File: src/rtl/lpcd_pkg.sv
`default_nettype none

package lpcd_pkg;

	localparam int NUM_PIXELS_DEF = 256;
	localparam int CHAN_W = 8;
	localparam int RAND_W = 7;
	localparam int INDEX_W = 8;
	localparam int CFG_IDX_W = 3;
	localparam int CFG_DATA_W = 8;

	localparam int HUE_ROTATE = 170;
	localparam int HUE_REGION = 43;
	localparam int HUE_SCALE = 6;
	localparam int CHAN_MAX = 255;
	localparam int RAND_LIMIT = 100;

	typedef enum logic [CFG_IDX_W-1:0] {
		CFG_BASE_HUE = 3'd0,
		CFG_BASE_ON = 3'd1,
		CFG_MUT_ENABLE = 3'd2,
		CFG_MUT_STEP = 3'd3,
		CFG_BOUND_SIZE = 3'd4
	} cfg_reg_t;

	typedef struct packed {
		logic [INDEX_W-1:0] pixel_index;
		logic [RAND_W-1:0] rand_red;
		logic [RAND_W-1:0] rand_green;
		logic [RAND_W-1:0] rand_blue;
	} pix_req_t;

	typedef struct packed {
		logic [INDEX_W-1:0] out_index;
		logic [CHAN_W-1:0] red;
		logic [CHAN_W-1:0] green;
		logic [CHAN_W-1:0] blue;
	} pix_rsp_t;

	typedef struct packed {
		logic mutate;
		logic [CHAN_W-1:0] step;
		logic [CHAN_W-1:0] bound;
	} drift_cfg_t;

	typedef logic [3*CHAN_W-1:0] rgb_table_t [256];

	function automatic logic [3*CHAN_W-1:0] hue_to_rgb(input int hue);
		int h;
		int region;
		int rem;
		int q;
		int t;
		logic [CHAN_W-1:0] r;
		logic [CHAN_W-1:0] g;
		logic [CHAN_W-1:0] b;
		h = hue + HUE_ROTATE;
		if (h > CHAN_MAX) begin
			h = h - CHAN_MAX;
		end
		region = h / HUE_REGION;
		rem = (h - region * HUE_REGION) * HUE_SCALE;
		q = (CHAN_MAX * (CHAN_MAX - ((CHAN_MAX * rem) >> 8))) >> 8;
		t = (CHAN_MAX * (CHAN_MAX - ((CHAN_MAX * (CHAN_MAX - rem)) >> 8))) >> 8;
		case (region)
			0: begin
				r = 8'd255; g = CHAN_W'(t); b = 8'd0;
			end
			1: begin
				r = CHAN_W'(q); g = 8'd255; b = 8'd0;
			end
			2: begin
				r = 8'd0; g = 8'd255; b = CHAN_W'(t);
			end
			3: begin
				r = 8'd0; g = CHAN_W'(q); b = 8'd255;
			end
			4: begin
				r = CHAN_W'(t); g = 8'd0; b = 8'd255;
			end
			default: begin
				r = 8'd255; g = 8'd0; b = CHAN_W'(q);
			end
		endcase
		return {r, g, b};
	endfunction

	function automatic rgb_table_t build_hue_table();
		rgb_table_t tab;
		for (int i = 0; i < 256; i++) begin
			tab[i] = hue_to_rgb(i);
		end
		return tab;
	endfunction

	localparam rgb_table_t HUE_TABLE = build_hue_table();

endpackage

`default_nettype wire

File: src/rtl/lpcd_lane.sv
`default_nettype none

module lpcd_lane (
	input wire logic [lpcd_pkg::CHAN_W-1:0] pix,
	input wire logic [lpcd_pkg::RAND_W-1:0] rnd,
	input wire logic [lpcd_pkg::CHAN_W-1:0] base,
	input wire lpcd_pkg::drift_cfg_t cfg,
	output logic [lpcd_pkg::CHAN_W-1:0] nxt
);

	import lpcd_pkg::*;

	logic [CHAN_W:0] up_sum;
	logic [CHAN_W-1:0] up_val;
	logic [CHAN_W-1:0] down_val;
	logic [CHAN_W-1:0] mut_val;
	logic step_ok;
	logic [CHAN_W:0] hi_lim;
	logic [CHAN_W:0] lo_chk;

	always_comb begin
		up_sum = {1'b0, pix} + {1'b0, cfg.step};
		up_val = up_sum[CHAN_W] ? CHAN_W'(CHAN_MAX) : up_sum[CHAN_W-1:0];
		down_val = (pix < cfg.step) ? '0 : pix - cfg.step;
		step_ok = cfg.mutate && (rnd < RAND_W'(RAND_LIMIT));
		if (step_ok) begin
			mut_val = rnd[0] ? up_val : down_val;
		end else begin
			mut_val = pix;
		end
		hi_lim = {1'b0, base} + {1'b0, cfg.bound};
		lo_chk = {1'b0, mut_val} + {1'b0, cfg.bound};
		if ({1'b0, mut_val} > hi_lim) begin
			nxt = mut_val - CHAN_W'(1);
		end else if (lo_chk < {1'b0, base}) begin
			nxt = mut_val + CHAN_W'(1);
		end else begin
			nxt = mut_val;
		end
	end

endmodule

`default_nettype wire

File: config.mk
export PLATFORM = sky130hd
export DESIGN_NAME = lpcd_lane
export DESIGN_NICKNAME = d
export VERILOG_FILES = /design/src/rtl/lpcd_pkg.sv /design/src/rtl/lpcd_lane.sv
export SDC_FILE = /design/constraint.sdc
export NUM_CORES = 1
export LEC_CHECK = 0
export ABC_AREA = 1
export BUFFER_PORTS_ARGS = -buffer_cell sky130_fd_sc_hd__buf_2
export CAP_MARGIN = 5
export CORE_MARGIN = 3
export CORE_UTILIZATION = 54
export DETAILED_ROUTE_END_ITERATION = 8
export PLACE_DENSITY = 0.82
export RECOVER_POWER = 100
export SLEW_MARGIN = 20
export SYNTH_ARGS = -nofsm -noshare
export SYNTH_HDL_FRONTEND = slang
export SYNTH_SLANG_ARGS = --single-unit
File: constraint.sdc
create_clock -name vclk -period 3.95
set_input_delay 0.1975 -clock vclk [all_inputs]
set_output_delay 0.1975 -clock vclk [all_outputs]
set_load 0.02 [all_outputs]
# [Yosys cells after proc, flatten, opt, wreduce, memory -nomap -nowiden]
# Index checks and enable logic that the tools add are counted.
[word_totals] ff_bits=0 latchBits=0 ramBits=0 romBits=0 in_bits=40 word_cells=17 mem_count=0
[op_classes] addsub=6 mul=0 div=0 magnitude_cmp=4 n_eq_ne=0 n_shift=0 muxes=6 bitwise_logic=0 reduce_logical=1
[ops] cell="8-bit 2-to-1 mux" count=6
[ops] cell="8-bit by 8-bit adder with 9-bit output" count=3
[ops] cell="8-bit by 9-bit > comparator with 1-bit output" count=1
[ops] cell="9-bit by 8-bit less-than comparator with 1-bit output" count=1
[ops] cell="8-bit by 1-bit adder with 8-bit output (second input constant)" count=1
[ops] cell="8-bit less-than comparator" count=1
[ops] cell="8-bit by 1-bit subtractor with 8-bit output (second input constant)" count=1
[ops] cell="8-bit subtractor" count=1
[ops] cell="7-bit less-than comparator (second input constant)" count=1
[ops] cell="1-bit logical AND" count=1

# [Longest topological paths before layout]
# Gate-level depths: netlist of the first run.
[logic_depth] depth_word=8 ltp_mapped=32 mapped_depth_nobuf=32

# [Worst setup path after synthesis of the first run]
# OpenSTA, ideal clock, no wires.
[synth_timing] kind="input to output" start="input pix[0] (netlist name)" end="output nxt[2] (netlist name)" arrival_time_ns=3.725 required_ns=3.753 setup_slack_ns=0.028 stages=28 path_cell_list="inv_1 ha_1 inv_1 fa_1 nand2_2 nand2_4 nand3_4 nand2_4 inv_4 nor2_8 nand2_1 nand3_1 ha_1 fa_1 nand3_1 nand2_1 a21oi_1 xor2_1 inv_1 ha_1 nand2_1 inv_1 nand2_1 nand3_1 nand2_1 nand3_1 o21ai_0 xor2_1"
[synth_between] elab_chain_cells=8 word_cells_on_any_way=14
[synth_lines] item="start, declared" line="lpcd_lane.sv:4" source="input wire logic [lpcd_pkg::CHAN_W-1:0] pix,"
[synth_lines] item="8-bit subtractor, or another cell as far along" line="lpcd_lane.sv:24" source="down_val = (pix < cfg.step) ? '0 : pix - cfg.step;"
[synth_lines] item="8-bit 2-to-1 mux (on tied branches)" line="lpcd_lane.sv:24, lpcd_lane.sv:23"
[synth_lines] item="8-bit 2-to-1 mux" line="lpcd_lane.sv:27" source="mut_val = rnd[0] ? up_val : down_val;"
[synth_lines] item="8-bit 2-to-1 mux (*)" line="lpcd_lane.sv:26" source="if (step_ok) begin"
[synth_lines] item="8-bit by 8-bit adder with 9-bit output" line="lpcd_lane.sv:32" source="lo_chk = {1'b0, mut_val} + {1'b0, cfg.bound};"
[synth_lines] item="9-bit by 8-bit less-than comparator with 1-bit output" line="lpcd_lane.sv:35" source="end else if (lo_chk < {1'b0, base}) begin"
[synth_lines] item="8-bit 2-to-1 mux" line="lpcd_lane.sv:35"
[synth_lines] item="8-bit 2-to-1 mux (*)" line="lpcd_lane.sv:33" source="if ({1'b0, mut_val} > hi_lim) begin"
[synth_lines] item="end, declared" line="lpcd_lane.sv:8" source="output logic [lpcd_pkg::CHAN_W-1:0] nxt"
# Every way passes the cells marked *; elsewhere a longest branch is shown, timed or not.

# [Worst setup path in the final report of the first run]
[layout_timing] start="input pix[0] (netlist name)" end="output nxt[7] (netlist name)"
# The elaborated chain is that of the path after synthesis.

==> results.ini, run 1 <==
[global_routing]
overflow = 0
met3_usage = 0.0303
grt_util_all_layers = 0.299
grt_pass1_vias = 3114
antenna_found_initial = 0
met1_usage = 0.302
grt_first_pass_wirelength_mm = 13.0
met2_usage = 0.585
grt_max_degree = 10
grt-busiest-layer = met2

[finish]
clkbuf_count = 0
design.seq.count = 0
drive_above_1_share = 0.425
seqCellArea_um2 = 0
fillers = 210
syn_to_final_growth_pct = 51.2
n_antenna_cell = 0
final_net_count = 608

[sta]
slew_headroom = 0.774
period_share = 1.07
clock.fmax_mhz = 236
rsz0062_at_grt = yes
tns_ps = -2050
finalHoldViolCount = 0
tightest_slew_ps = 334
setup_viol = 8
setup_slack_ps = -292
slew_viol_final = 0
period_needed_ps = 4240

[power]
vdd_ir_drop_max_mv = 0.122
power_density_nw_per_um2 = 247
power_frac_seq = 0
p_switching_mw = 0.519
p_leak_nw = 2.01
pwr-share-clk = 0
p_comb_frac = 1.000
power_mw = 0.907
intPower_mw = 0.388
switching_share = 0.572

[clock_tree]
ctsHoldBuffers = 0

[worst_setup_path]
path_max_fanout = 3
critPathKind = input pin to output port
worstPathRequired_ps = 3750
start_kind = input pin
slowest_stage = fa_2
crit_top_cell = nand2_2
end_kind = output port
cpPeakStageDelay_ps = 370
worstPathArrival_ps = 4040

[min_path]
hold_start = pix[5]
min_delay_path_depth = 6
holdPathEnd = nxt[5]
hold_path_class = input pin to output port

[detailed_routing]
drc = 0
wl_mm = 9.93
drt-wirelength-per-cell_um = 17.7
detail-route-antenna-nets = 0
viasPerCell = 6.04
num_vias = 3389
dr.first_iter.drc_count = 338
drtPass1Iterations = 8

[place]
hpwl_mm = 6.09
numPortBuffers = 47
place_congestion = 0.954

[floorplan]
start_util = 0.583
rows = 23
core_area_um2 = 4170
fp.dieW_um = 73.1
io-pin-count = 48
die_area_um2 = 5350
die_h_um = 73.1

[job]
cap_violations = 0

[yosys]
synthesis.nets = 489
ys_seq_area_frac = 0
syn_inst = 394
synth.distinct_cells = 39
yosysWarningCount = 0
syn_avg_cell_area_um2 = 6.18
syn_area_um2 = 2430

[run_status]
violations = setup timing
outcome = finished, violations left

per-stage QoR:
step / instances / util / setup slack [ps] / hold WS, ps / instance area [um2]
finish: 561 / 0.882 / -292 / 1060 / 3680
global route: 561 / 0.882 / -444 / 1090 / 3680
CTS: 557 / 0.821 / -48.1 / 1000 / 3430
detailed placement: 547 / 0.757 / -321 / 992 / 3160
global placement: 547 / 0.757 / -154 / 984 / 3160
floorplan: 394 / - / 27.7 / 675 / 2430
power groups by stage:
| stage | registers (mW) | logic (mW) | clock network, mW |
|---|---|---|---|
| global route | 0 | 0.967 | 0 |
| finish | 0 | 0.907 | 0 |
| global placement | 0 | 0.644 | 0 |
| floorplan | 0 | 0.434 | 0 |
| CTS | 0 | 0.741 | 0 |
| detailed placement | 0 | 0.671 | 0 |
cell usage after synthesis, drive strengths merged, types with 3 or more instances:
| cell type | instances | area (um2) |
|---|---|---|
| xor2 | 12 | 105 |
| o211ai | 3 | 22.5 |
| or2 | 4 | 27.5 |
| o21bai | 4 | 30.0 |
| buf | 3 | 17.5 |
| nor3 | 3 | 20.0 |
| ha | 51 | 638 |
| inv | 59 | 224 |
| fa | 4 | 80.1 |
| nand4 | 5 | 31.3 |
| xnor2 | 4 | 35.0 |
| o21ai | 10 | 68.8 |
| nor2 | 36 | 169 |
| nand3 | 44 | 265 |
| a21oi | 24 | 128 |
| nand2 | 119 | 512 |
critical path, delay by kind of cell:
kind / cells / cell delay [ps]
fa+ha+maj: 4 / 1070
xor+xnor: 1 / 90
simple gates: 15 / 1500
compound gates: 5 / 830
buf+inv: 4 / 330
cells in the final DEF (no fill, tap or decap), types with 2 or more instances in the layout:
cell      count
o21ai_0       3
nand4_1       5
nand2_2      16
o21bai_1      4
ha_4         12
nand3_4       5
nand3_1      30
inv_2         9
nand3_2       9
a21oi_2       7
a21oi_1      16
nor2_2        5
xor2_1       11
buf_2        37
fa_2          3
nand2_4      12
nand2_1      91
xnor2_1       4
inv_4         2
buf_6         6
clkinv_1      2
nor3_1        2
o21ai_1       3
a21o_1        2
inv_1        48
buf_4        76
o21ai_2       3
or2_2         3
ha_1         38
nor2_4        4
nor2_1       26
o211ai_1      3
worst max-delay path by stage:
stage | slack [ps] | start | end | depth (start not counted)
after detailed placement | -320 | pix[0] | nxt[7] | 33
after global routing | -440 | pix[0] | nxt[7] | 29
after floorplan | 30 | pix[0] | nxt[2] | 28
after CTS | -50 | pix[0] | nxt[4] | 31
final | -290 | pix[0] | nxt[7] | 29
after global placement | -150 | pix[0] | nxt[7] | 31
logic make-up after synthesis:
family                     count (synthesis)  synth area share
xor gates and xnor gates                  16            0.0576
adders and majority gates                 55             0.295
and+or+nand+nor                          212             0.424
buffers and inverters                     64             0.102
AOI/OAI and AO/OA                         47             0.121
repair_timing:
action / CTS / global route
gates resized for setup: 46 / 46
pin swaps: 31 / 38
setup endpoints to repair: 8 / 8
buffers inserted: 10 / 4
layer usage:
metal,up-vias,part of all wire
met3,87,0.091
li1,1517,-
met4,0,0.073
met2,258,0.50
met1,1527,0.34
met5,-,0
cell type report:
class                           count  area [um2]  area share
Inverter                           61         234      0.0636
Multi-Input combinational cell    330        2540       0.692
Timing Repair Buffer              120         838       0.228
Tap cell                           50        62.6      0.0170
(Power assumes the default switching activity.)
==> run 2, diff against run 1 <==
==> constraint.sdc (replaced) <==
create_clock -name vclk -period 3.7
set_input_delay 0.185 -clock vclk [all_inputs]
set_output_delay 0.185 -clock vclk [all_outputs]
set_load 0.02 [all_outputs]
==> results.ini, run 2 (synthesis gave the netlist of run 1 again) <==
[sta]
tightest_slew_ps = 340
rsz0062_at_grt = yes
clock.fmax_mhz = 228
finalHoldViolCount = 0
tns_ps = -4120
setup_slack_ps = -687
slew_viol_final = 0
period_share = 1.19
holdWs_ps = 1060
slew_headroom = 0.772
setup_viol = 8
period_needed_ps = 4390

[place]
numPortBuffers = 47
placed_area_um2 = 3290
place_congestion = 0.915
hpwl_mm = 6.25

[detailed_routing]
drt-wirelength-per-cell_um = 19.4
dr.first_iter.drc_count = 402
drtPass1Iterations = 6
num_vias = 3590
drc = 0
detail-route-antenna-nets = 0
viasPerCell = 6.33
wl_mm = 11.0

[global_routing]
overflow = 0
grt_pass1_vias = 3036
grt_first_pass_wirelength_mm = 12.8
antenna_found_initial = 0
grt_max_degree = 9
grt_util_all_layers = 0.292

[floorplan]
start_util = 0.583
core_area_um2 = 4170
fp.dieW_um = 73.1
die_area_um2 = 5350
rows = 23
io-pin-count = 48
die_h_um = 73.1

[min_path]
hold_path_class = input pin to output port
hold_start = pix[7]

[worst_setup_path]
critPathBufInv = 7
critPathKind = input pin to output port
crit_top_cell = nand2_4
cpPeakStageDelay_ps = 270
startpoint = cfg[8]
path_max_fanout = 4
worst_path_dominant_cell_family = simple AND/OR/NAND/NOR gates
worstPathRequired_ps = 3510
start_kind = input pin
slowest_stage = ha_4
worstPathArrival_ps = 4200
end_kind = output port

[power]
p_leak_nw = 2.04
power_density_nw_per_um2 = 274
power_mw = 1.01
vdd_ir_drop_max_mv = 0.138

[finish]
layout_common_cells = nand2_1 (87), buf_4 (79), inv_1 (48)
drive_above_1_share = 0.427
syn_to_final_growth_pct = 51.1
n_antenna_cell = 0
seqCellArea_um2 = 0
final_common_cell = nand2_1
clkbuf_count = 0
final_net_count = 614
design.seq.count = 0
final_area_um2 = 3680

[run_status]
outcome = finished, violations left
violations = setup timing

[job]
cap_violations = 0

-- run 2: final timing paths --
kind	endpoint	slack, ps	depth (start not counted)
hold / removal	nxt[7]	1060	7
setup / recovery	nxt[7]	-690	33
-- run 2: worst min-delay path, delay by kind of cell --
family        cells  cell delay, ps
buf+inv           3             360
simple gates      4             320
-- run 2: final cells by class --
class | count | area, um2
timing repair buffer | 126 | 891
inverter | 61 | 234
fill | 210 | 497
tap | 50 | 62.6
multi-input combinational | 330 | 2490
-- run 2: per-layer routing --
layer / vias to the layer above / GRT usage / routed length, um
met5: - / 0 / 0
met4: 0 / 0.0943 / 1130
met3: 141 / 0.0152 / 1100
met2: 328 / 0.585 / 5150
met1: 1587 / 0.318 / 3650
li1: 1534 / - / -
-- run 2: per-stage QoR --
step	util	std cells	worst slack, ps
floorplan	-	394	21.3
global placement	0.790	555	-394
detailed placement	0.790	555	-490
CTS	0.829	562	-197
global route	0.881	567	-862
finish	0.881	567	-687
-- run 2: report_power, final --
group          total [mW]  switching [mW]  internal [mW]
clock                   0               0              0
sequential              0               0              0
combinational        1.01           0.580          0.427
total                1.01           0.580          0.427
-- run 2: timing repair --
item | CTS | global route
hold buffers | 0 | 0
endpoints found under the setup margin | 8 | 8
resized for setup | 36 | 34
pin swaps | 12 | 11
buffers inserted | 7 | 5
==> run 3, diff against run 2 <==
--- a/config.mk
+++ b/config.mk
@@ -11,9 +11,10 @@
 export CORE_MARGIN = 3
 export CORE_UTILIZATION = 54
 export DETAILED_ROUTE_END_ITERATION = 8
+export GPL_TIMING_DRIVEN = 0
 export PLACE_DENSITY = 0.82
 export RECOVER_POWER = 100
-export SLEW_MARGIN = 20
+export SLEW_MARGIN = 40
 export SYNTH_ARGS = -nofsm -noshare
 export SYNTH_HDL_FRONTEND = slang
 export SYNTH_SLANG_ARGS = --single-unit
==> results.ini, run 3 (synthesis gave the netlist of run 1 again) <==
[global_routing]
grt_util_all_layers = 0.257
grt_pass1_vias = 2620
grt_max_degree = 11
grt_first_pass_wirelength_mm = 11.3
antenna_found_initial = 0
overflow = 0

[run_status]
violations = setup timing
outcome = finished, violations left

[floorplan]
die_h_um = 73.1
core_area_um2 = 4170
rows = 23
io-pin-count = 48
die_area_um2 = 5350
start_util = 0.583
fp.dieW_um = 73.1

[sta]
tightest_slew_ps = 350
clock.fmax_mhz = 247
holdWs_ps = 938
setup_slack_ps = -355
slew_headroom = 0.766
slew_viol_final = 0
finalHoldViolCount = 0
period_share = 1.10
tns_ps = -2500
rsz0062_at_grt = yes
period_needed_ps = 4050
setup_viol = 8

[detailed_routing]
drc = 0
drtPass1Iterations = 5
detail-route-antenna-nets = 0
num_vias = 2884
viasPerCell = 5.59
drt-wirelength-per-cell_um = 14.6
dr.first_iter.drc_count = 104
wl_mm = 7.54

[finish]
design.seq.count = 0
n_antenna_cell = 0
fillers = 261
final_net_count = 563
seqCellArea_um2 = 0
layout_common_cells = nand2_1 (84), inv_1 (48), ha_1 (42)
final_common_cell = nand2_1
syn_to_final_growth_pct = 36.6
utilization = 0.797
drive_above_1_share = 0.378
clkbuf_count = 0

[worst_setup_path]
worst_path_dominant_cell_family = simple AND/OR/NAND/NOR gates
startpoint = pix[4]
slowest_stage = ha_1
end_kind = output port
start_kind = input pin
worstPathArrival_ps = 3870
critPathKind = input pin to output port
cpPeakStageDelay_ps = 330
path_max_fanout = 8
worstPathRequired_ps = 3510
critPathBufInv = 6

[min_path]
hold_start = pix[7]
hold_path_class = input pin to output port
holdPathEnd = nxt[7]
min_delay_path_depth = 6

[power]
p_leak_nw = 1.81
power_density_nw_per_um2 = 260
vdd_ir_drop_max_mv = 0.131
power_mw = 0.865

[place]
place_congestion = 0.896
numPortBuffers = 47
hpwl_mm = 5.17
pre_cts_ws_ps = -722

[job]
cap_violations = 0

[run 3: cell types whose count changed in the layout (fill, tap and decap cells not counted), sizes merged]
cell	before	now
inv	59	60
buf	126	75
clkinv	2	1
[run 3: timing repair]
item,4_1_cts,5_1_grt
setup endpoints to repair,8,8
pin swaps,44,30
hold buffers,0,0
buffers inserted,19,6
resized for setup,52,35
[run 3: cell type report]
cell class,count,area [um2],share of cell area
multi-input combinational,330,2520,0.757
timing repair buffer,72,478,0.144
inverter,61,239,0.0719
tap,50,62.6,0.0188
buffer,3,27.5,0.00828
[run 3: where the power goes]
| group | leakage, nW | total [mW] | internal (mW) | switching, mW |
|---|---|---|---|---|
| combinational | 1.81 | 0.865 | 0.361 | 0.504 |
| sequential | 0 | 0 | 0 | 0 |
| clock | 0 | 0 | 0 | 0 |
[run 3: how the worst max path moves through the flow]
| stage | endpoint | slack [ps] | cells past startpoint |
|---|---|---|---|
| 4_1_cts | nxt[6] | -280 | 32 |
| 5_1_grt | nxt[7] | -550 | 30 |
| 2_1_floorplan | nxt[7] | 20 | 32 |
| 6_report | nxt[1] | -350 | 29 |
| 3_5_place_dp | nxt[7] | -720 | 29 |
| 3_3_place_gp | nxt[7] | -600 | 29 |
[run 3: metal layers]
metal / routed length (um) / track usage / vias to the layer above
met2: 3740 / 0.438 / 114
met5: 0 / 0 / -
li1: - / - / 1431
met4: 203 / 0.0717 / 0
met3: 451 / 0.00964 / 23
met1: 3140 / 0.350 / 1316
[run 3: metrics by stage]
stage	area (um2)	std cells
after CTS	3130	510
final	3320	516
after detailed placement	2800	491
after floorplan	2500	394
after global routing	3320	516
after global placement	2800	491
[run 3: tightest hold or removal path: stages]
cell and delay [ps]:
buf_2 130, or2_2 110, nand2_1 50, nand3_1 90
nand2_2 60, buf_6 120
